### src/design/lbsd_pkg.sv
// lbsd_pkg: shared types and constants for the lzss byte stream decoder
// no dependencies; imported by lbsd_window, lbsd_seq and the top level
`default_nettype none

package lbsd_pkg;

	// window geometry
	localparam int WIN_DEPTH = 4096;
	localparam int PTR_W     = $clog2(WIN_DEPTH);
	localparam int BYTE_W    = 8;
	localparam int NIB_W     = 4;
	localparam int POS_HI_W  = PTR_W - NIB_W;

	// run length: low nibble of the length byte plus a base of three
	localparam int LEN_BASE = 3;
	localparam int RUN_W    = 5;

	// token parsing phase
	typedef enum logic [1:0] {
		PH_IND    = 2'd0,
		PH_POS_HI = 2'd1,
		PH_POS_LO = 2'd2,
		PH_LEN    = 2'd3
	} tok_phase_t;

	// copy sequencer states
	typedef enum logic [1:0] {
		ST_IDLE = 2'd0,
		ST_READ = 2'd1,
		ST_EMIT = 2'd2
	} seq_state_t;

	// request to the history window
	typedef struct packed {
		logic              we;
		logic              re;
		logic [PTR_W-1:0]  waddr;
		logic [PTR_W-1:0]  raddr;
		logic [BYTE_W-1:0] wdata;
	} win_req_t;

	// one output item from the sequencer
	typedef struct packed {
		logic              valid;
		logic [BYTE_W-1:0] data;
		logic              last;
	} emit_t;

endpackage

`default_nettype wire

### src/design/lbsd_seq.sv
// lbsd_seq: token parser and copy sequencer around one shared 12-bit incrementer
// depends on lbsd_pkg; drives lbsd_window requests and emits output items
`default_nettype none

module lbsd_seq
	import lbsd_pkg::*;
(
	input  wire logic              clk,
	input  wire logic              arst_n,
	input  wire logic              in_valid,
	output logic                   in_ready,
	input  wire logic [BYTE_W-1:0] in_byte,
	input  wire logic              out_free,
	input  wire logic [BYTE_W-1:0] rdata,
	output win_req_t               req,
	output emit_t                  emit
);

	seq_state_t          state_q, state_d;
	tok_phase_t          phase_q;
	logic [POS_HI_W-1:0] pos_hi_q;
	logic [NIB_W-1:0]    pos_lo_q;
	logic [PTR_W-1:0]    wptr_q;
	logic [PTR_W-1:0]    src_q;
	logic [RUN_W-1:0]    rem_q;
	logic [PTR_W-1:0]    inc_op;
	logic [PTR_W-1:0]    inc_sum;
	logic                acc;

	assign in_ready = (state_q == ST_IDLE) && out_free;
	assign acc      = in_valid && in_ready;

	// shared incrementer: source address while reading, write pointer otherwise
	assign inc_op  = (state_q == ST_READ) ? src_q : wptr_q;
	assign inc_sum = inc_op + PTR_W'(1);

	// next state
	always_comb begin
		state_d = state_q;
		case (state_q)
			ST_IDLE: begin
				if (acc && (phase_q == PH_LEN)) begin
					state_d = ST_READ;
				end
			end
			ST_READ: begin
				state_d = ST_EMIT;
			end
			ST_EMIT: begin
				if (out_free) begin
					state_d = (rem_q == RUN_W'(1)) ? ST_IDLE : ST_READ;
				end
			end
			default: begin
				state_d = ST_IDLE;
			end
		endcase
	end

	// window requests and output items
	always_comb begin
		req.we    = 1'b0;
		req.re    = 1'b0;
		req.waddr = wptr_q;
		req.raddr = src_q;
		req.wdata = in_byte;
		emit.valid = 1'b0;
		emit.data  = in_byte;
		emit.last  = 1'b1;
		case (state_q)
			ST_IDLE: begin
				if (acc && (phase_q == PH_IND) && (in_byte != '0)) begin
					req.we     = 1'b1;
					emit.valid = 1'b1;
				end
			end
			ST_READ: begin
				req.re = 1'b1;
			end
			ST_EMIT: begin
				req.wdata = rdata;
				emit.data = rdata;
				emit.last = (rem_q == RUN_W'(1));
				if (out_free) begin
					req.we     = 1'b1;
					emit.valid = 1'b1;
				end
			end
			default: begin
				req.re = 1'b0;
			end
		endcase
	end

	// control state and token fields
	always_ff @(posedge clk or negedge arst_n) begin
		if (!arst_n) begin
			state_q  <= ST_IDLE;
			phase_q  <= PH_IND;
			pos_hi_q <= '0;
			pos_lo_q <= '0;
			wptr_q   <= '0;
			rem_q    <= '0;
		end else begin
			state_q <= state_d;
			if (req.we) begin
				wptr_q <= inc_sum;
			end
			if ((state_q == ST_EMIT) && out_free) begin
				rem_q <= rem_q - RUN_W'(1);
			end
			if (acc) begin
				case (phase_q)
					PH_IND: begin
						if (in_byte == '0) begin
							phase_q <= PH_POS_HI;
						end
					end
					PH_POS_HI: begin
						pos_hi_q <= in_byte[POS_HI_W-1:0];
						phase_q  <= PH_POS_LO;
					end
					PH_POS_LO: begin
						pos_lo_q <= in_byte[BYTE_W-1:BYTE_W-NIB_W];
						phase_q  <= PH_LEN;
					end
					PH_LEN: begin
						rem_q   <= RUN_W'(in_byte[NIB_W-1:0]) + RUN_W'(LEN_BASE);
						phase_q <= PH_IND;
					end
					default: begin
						phase_q <= PH_IND;
					end
				endcase
			end
		end
	end

	// copy source address
	always_ff @(posedge clk) begin
		if (acc && (phase_q == PH_LEN)) begin
			src_q <= {pos_hi_q, pos_lo_q};
		end else if (state_q == ST_READ) begin
			src_q <= inc_sum;
		end
	end

	// assertions
	a_rem_nonzero: assert property (@(posedge clk) disable iff (!arst_n)
		(state_q != ST_IDLE) |-> (rem_q != '0))
		else $error("copy running with empty run count");

	a_run_ends: assert property (@(posedge clk) disable iff (!arst_n)
		(state_q == ST_EMIT && out_free && rem_q == RUN_W'(1)) |=> (state_q == ST_IDLE))
		else $error("copy did not end after last byte");

	a_wptr_step: assert property (@(posedge clk) disable iff (!arst_n)
		emit.valid |=> (wptr_q == $past(wptr_q) + PTR_W'(1)))
		else $error("write pointer did not advance with an emitted item");

	a_literal_emits: assert property (@(posedge clk) disable iff (!arst_n)
		(acc && phase_q == PH_IND && in_byte != '0) |-> (emit.valid && emit.last))
		else $error("literal not emitted");

endmodule

`default_nettype wire

### config.mk
export PLATFORM = sky130hd
export DESIGN_NAME = lbsd_seq
export DESIGN_NICKNAME = d
export VERILOG_FILES = /design/src/design/lbsd_pkg.sv /design/src/design/lbsd_seq.sv
export SDC_FILE = /design/constraint.sdc
export NUM_CORES = 1
export LEC_CHECK = 0
export ABC_AREA = 1
export ABC_CLOCK_PERIOD_IN_PS = 3000
export BUFFER_PORTS_ARGS = -buffer_cell sky130_fd_sc_hd__buf_4
export CORE_UTILIZATION = 42
export DETAILED_ROUTE_END_ITERATION = 7
export PLACE_DENSITY_LB_ADDON = 0.15
export SYNTH_ARGS = -nofsm -noshare
export SYNTH_HDL_FRONTEND = slang
export SYNTH_SLANG_ARGS = --single-unit
export TNS_END_PERCENT = 100
### constraint.sdc
create_clock -name clk -period 3 [get_ports clk]
set_input_delay 0.6 -clock clk [delete_from_list [all_inputs] [get_ports clk]]
set_output_delay 0.6 -clock clk [all_outputs]
set_load 0.02 [all_outputs]
* Word level (Yosys, flattened, before mapping)
Index checks and enable logic that the tools add are counted.
Storage, ports and cells: register bits after elaboration 45
Operators by class: add/sub/neg operators 3, equality and inequality tests 9, muxes and demuxes 18, reduce and logical (&&, ||, !) cells 15
Operators by type and width (count):
- 12-bit 2-to-1 mux | 3
- 5-bit 2-to-1 mux | 3
- 12-bit by 1-bit adder with 12-bit output, second input constant | 1
- 9-bit 2-to-1 mux | 1
- 8-bit logical NOT | 1
- 8-bit 2-to-1 mux | 1
- 2-bit case mux with 4 select lines | 1
- 2-bit AND reduction | 4
- 8-bit nonzero test | 1
- 2-bit == test, second input constant | 3
- 1-bit logical AND | 6
- 2-bit 2-to-1 mux | 3
- 2-bit case mux with 3 select lines | 1
- 4-bit by 2-bit adder with 5-bit output, second input constant | 1
- 5-bit by 1-bit == test with 1-bit output, second input constant | 1
- 5-bit by 1-bit subtractor with 5-bit output, second input constant | 1
- 2-bit by 1-bit == test with 1-bit output, second input constant | 2
- 2-bit logical NOT | 2
- 1-bit 2-to-1 mux | 4
- 2-bit by 1-bit != test with 1-bit output, second input constant | 2
- 2-bit != test, second input constant | 1
- 1-bit case mux with 2 select lines | 1
- 2-bit nonzero test | 1

* Longest topological paths before layout
depth after elaboration 7, depth in mapped cells 12, depth with buffers taken out 12

* Least setup slack after synthesis
No wires, ideal clock.
path type register to output, start register state_q[1], end output port req[3] in the netlist's numbering, arrival 1.576 ns, data required time 2.400 ns, setup slack 0.824 ns, stages on the path, launching flop included 6, cell sequence dfrtp_1 -> inv_4 -> nor2_4 -> clkbuf_1 -> o21ai_0 -> buf_4
RTL lines:
- start: declaration | RTL line lbsd_seq.sv:19 | seq_state_t state_q, state_d;
- start signal: assignment | RTL line lbsd_seq.sv:105 | state_q <= state_d;
- end: declaration | RTL line lbsd_seq.sv:15 | output win_req_t req,

==> flow_summary.json <==
{
  "outcome": "finished, final reports clean",
  "worst-setup-path-type": "reg -> out",
  "synth_area_sq_mm": 0.00279,
  "drtPass1Iterations": 4,
  "routed_wl_um": 6540,
  "crit_chain": "inv_2, nand2_2, nor3b_4, inv_2, o21ai_4, buf_4",
  "start_util": 0.438,
  "post_cts_buffers": 0,
  "ys_warn_count": 0,
  "dpl_worst_slack_ps": 733,
  "grt_max_degree": 34,
  "setup_viol": 0,
  "end_kind": "output pin",
  "powerDensity_mw_per_mm2": 986,
  "cts_buffer_depth": 2,
  "clock_sinks": 45,
  "grt_pass1_vias": 2372,
  "dieWidth_um": 83.6,
  "cts_hold_buf": 0,
  "wire_per_inst_um": 13.6,
  "slew_headroom": 0.559,
  "ios": 65,
  "area_growth_pct": 19.4,
  "ctsResizeCount": 0,
  "yosysSeqAreaShare": 0.425,
  "synth-main-ff-cell": "dfrtp_1",
  "portBuffers": 64,
  "period_share": 0.859,
  "synth_nets": 378,
  "critPathRequiredTime_ps": 2400,
  "cts-buffers-inserted": 5,
  "finClkSkew_ps": 5.18,
  "worst_slew_pin_slew_ps": 659,
  "clk_latency_ps": 310,
  "ant_nets": 0,
  "path_clk_slew_ps": 90,
  "fin_crit_ps": 2580,
  "cts_tree": "built",
  "ys_types": 31,
  "rows": 29,
  "ys_seq_elements": 45,
  "place_congestion": 0.824,
  "critical_path_arrival_ps": 1980,
  "synth_area_per_cell_sq_um": 8.03,
  "crit_family": "flip-flops",
  "drc_errors": 0,
  "crit_fanout": 9,
  "synthCells": 348,
  "hpwl_um": 4930,
  "viasPerCell": 4.88,
  "critical_path_depth": 6,
  "drv_cap": 0,
  "n_antenna_cell": 0,
  "min_path_type": "in -> async",
  "clock.fmax_ghz": 0.388,
  "maxSlewViolCount": 0,
  "hold_slack_ps": 225,
  "core_sq_mm": 0.00639,
  "drive_above_1_share": 0.265,
  "worst_path_max_delay_cell": "dfrtp_1",
  "vias": 2349,
  "antenna_found_initial": 0,
  "cts_max_level": 2,
  "worst-r2r-cell-count": 10,
  "p_leak_nw": 1.76,
  "hold_viol_final": 0,
  "clockRootBuffer": "clkbuf_8",
  "async_flop_share": 0.733,
  "cp-start-kind": "flip-flop",
  "die_y_um": 83.6,
  "drt_iter0_markers": 127,
  "overflow": 0,
  "cp_common_cell": "inv_2",
  "peakVddDrop_mv": 0.525,
  "layout.nets": 433,
  "cpPeakStageDelay_ps": 540,
  "synth_edf_count": 12,
  "dieArea_sq_mm": 0.00698,
  "rsz0062_at_grt": "no",
  "globalRouteTotalUtil": 0.200,
  "grt_pass1_wl_um": 11100,
  "critPathBufInv": 3,
  "final_util": 0.522,
  "setup_ws_ps": 422,
  "tns_ps": 0
}
==> synthesized netlist by cell type, types with 4 or more instances <==
cell        n  area [sq um]
nor2_1     12          45.0
dfrtp_1    33           826
buf_4      10          75.1
nand2_4     4          45.0
nand2_1   120           450
ha_1       10           125
inv_1      34           128
nand3_1    27           135
nand2_2    13          81.3
buf_6       4          45.0
xor2_1      5          43.8
o21ai_0    31           155
edfxtp_1   12           360
==> state kept, by name, indices dropped and copies added (netlist names) <==
name	cells
rem_q	5
src_q	12
wptr_q	12
state_q	2
pos_hi_q	8
phase_q	2
pos_lo_q	4
==> metal layers <==
metal  up-vias  global-route usage  share of wire
li1       1198                   -              -
met1      1059               0.255           0.46
met2        80               0.337           0.47
met5         -                   0              0
met4         0              0.0786          0.022
met3        12              0.0366          0.048
==> placed cells by master, fill, tap and decap left out, types with 2 or more instances in the layout <==
master    synthesis  final
nand2_1         120    120
buf_4            10     66
inv_1            34     34
dfrtp_1          33     33
o21ai_0          31     31
nand3_1          27     27
nand2_2          13     13
nor2_1           12     12
edfxtp_1         12     12
ha_1             10     10
xor2_1            5      5
clkbuf_8          0      5
nand2_4           4      4
inv_2             3      3
nor2_4            3      3
nand4_1           3      3
o21ai_1           3      3
inv_4             1      2
o21ai_2           2      2
nor3_1            2      2
nor2_8            2      2
xor2_2            2      2
a21oi_1           2      2
==> report_power, final <==
part / switching, W / internal (W) / total (W) / leakage (nW)
registers: 0.000178 / 0.000952 / 0.00113 / 0.526
logic: 0.00113 / 0.000635 / 0.00177 / 1.18
clock network: 0.000224 / 0.000166 / 0.000390 / 0.0489
total: 0.00154 / 0.00175 / 0.00329 / 1.76
==> stage by stage <==
step	cells	cell area [sq um]	power, W
floorplan	348	2790	0.00240
global placement	473	3250	0.00290
detailed placement	473	3250	0.00293
CTS	481	3340	0.00333
global route	481	3340	0.00356
finish	481	3340	0.00329
==> path summary, 6_finish.rpt <==
kind                               end  slack [ps]        start
min reg2reg                pos_hi_q[7]         510  pos_hi_q[7]
min in group clk           pos_hi_q[7]         510  pos_hi_q[7]
max in group asynchronous   wptr_q[10]        2460       arst_n
min                          wptr_q[4]         230       arst_n
max                            emit[9]         420   state_q[0]
max reg2reg                   src_q[8]         760   state_q[0]
==> layout make-up <==
class,count,area (sq um)
fill,639,3050
clock buffer,5,68.8
multi-input combinational,246,1320
clock inverter,3,20.0
timing repair buffer,66,495
sequential,45,1190
inverter,39,149
tap,77,96.3
==> cells by family after synthesis <==
logic type	after synthesis	share of synthesized area
simple gates	188	0.318
buf+inv	57	0.103
flops	45	0.425
compound gates	40	0.0793
fa+ha+maj	10	0.0448
xor+xnor	8	0.0305
(Power assumes the default switching activity.)
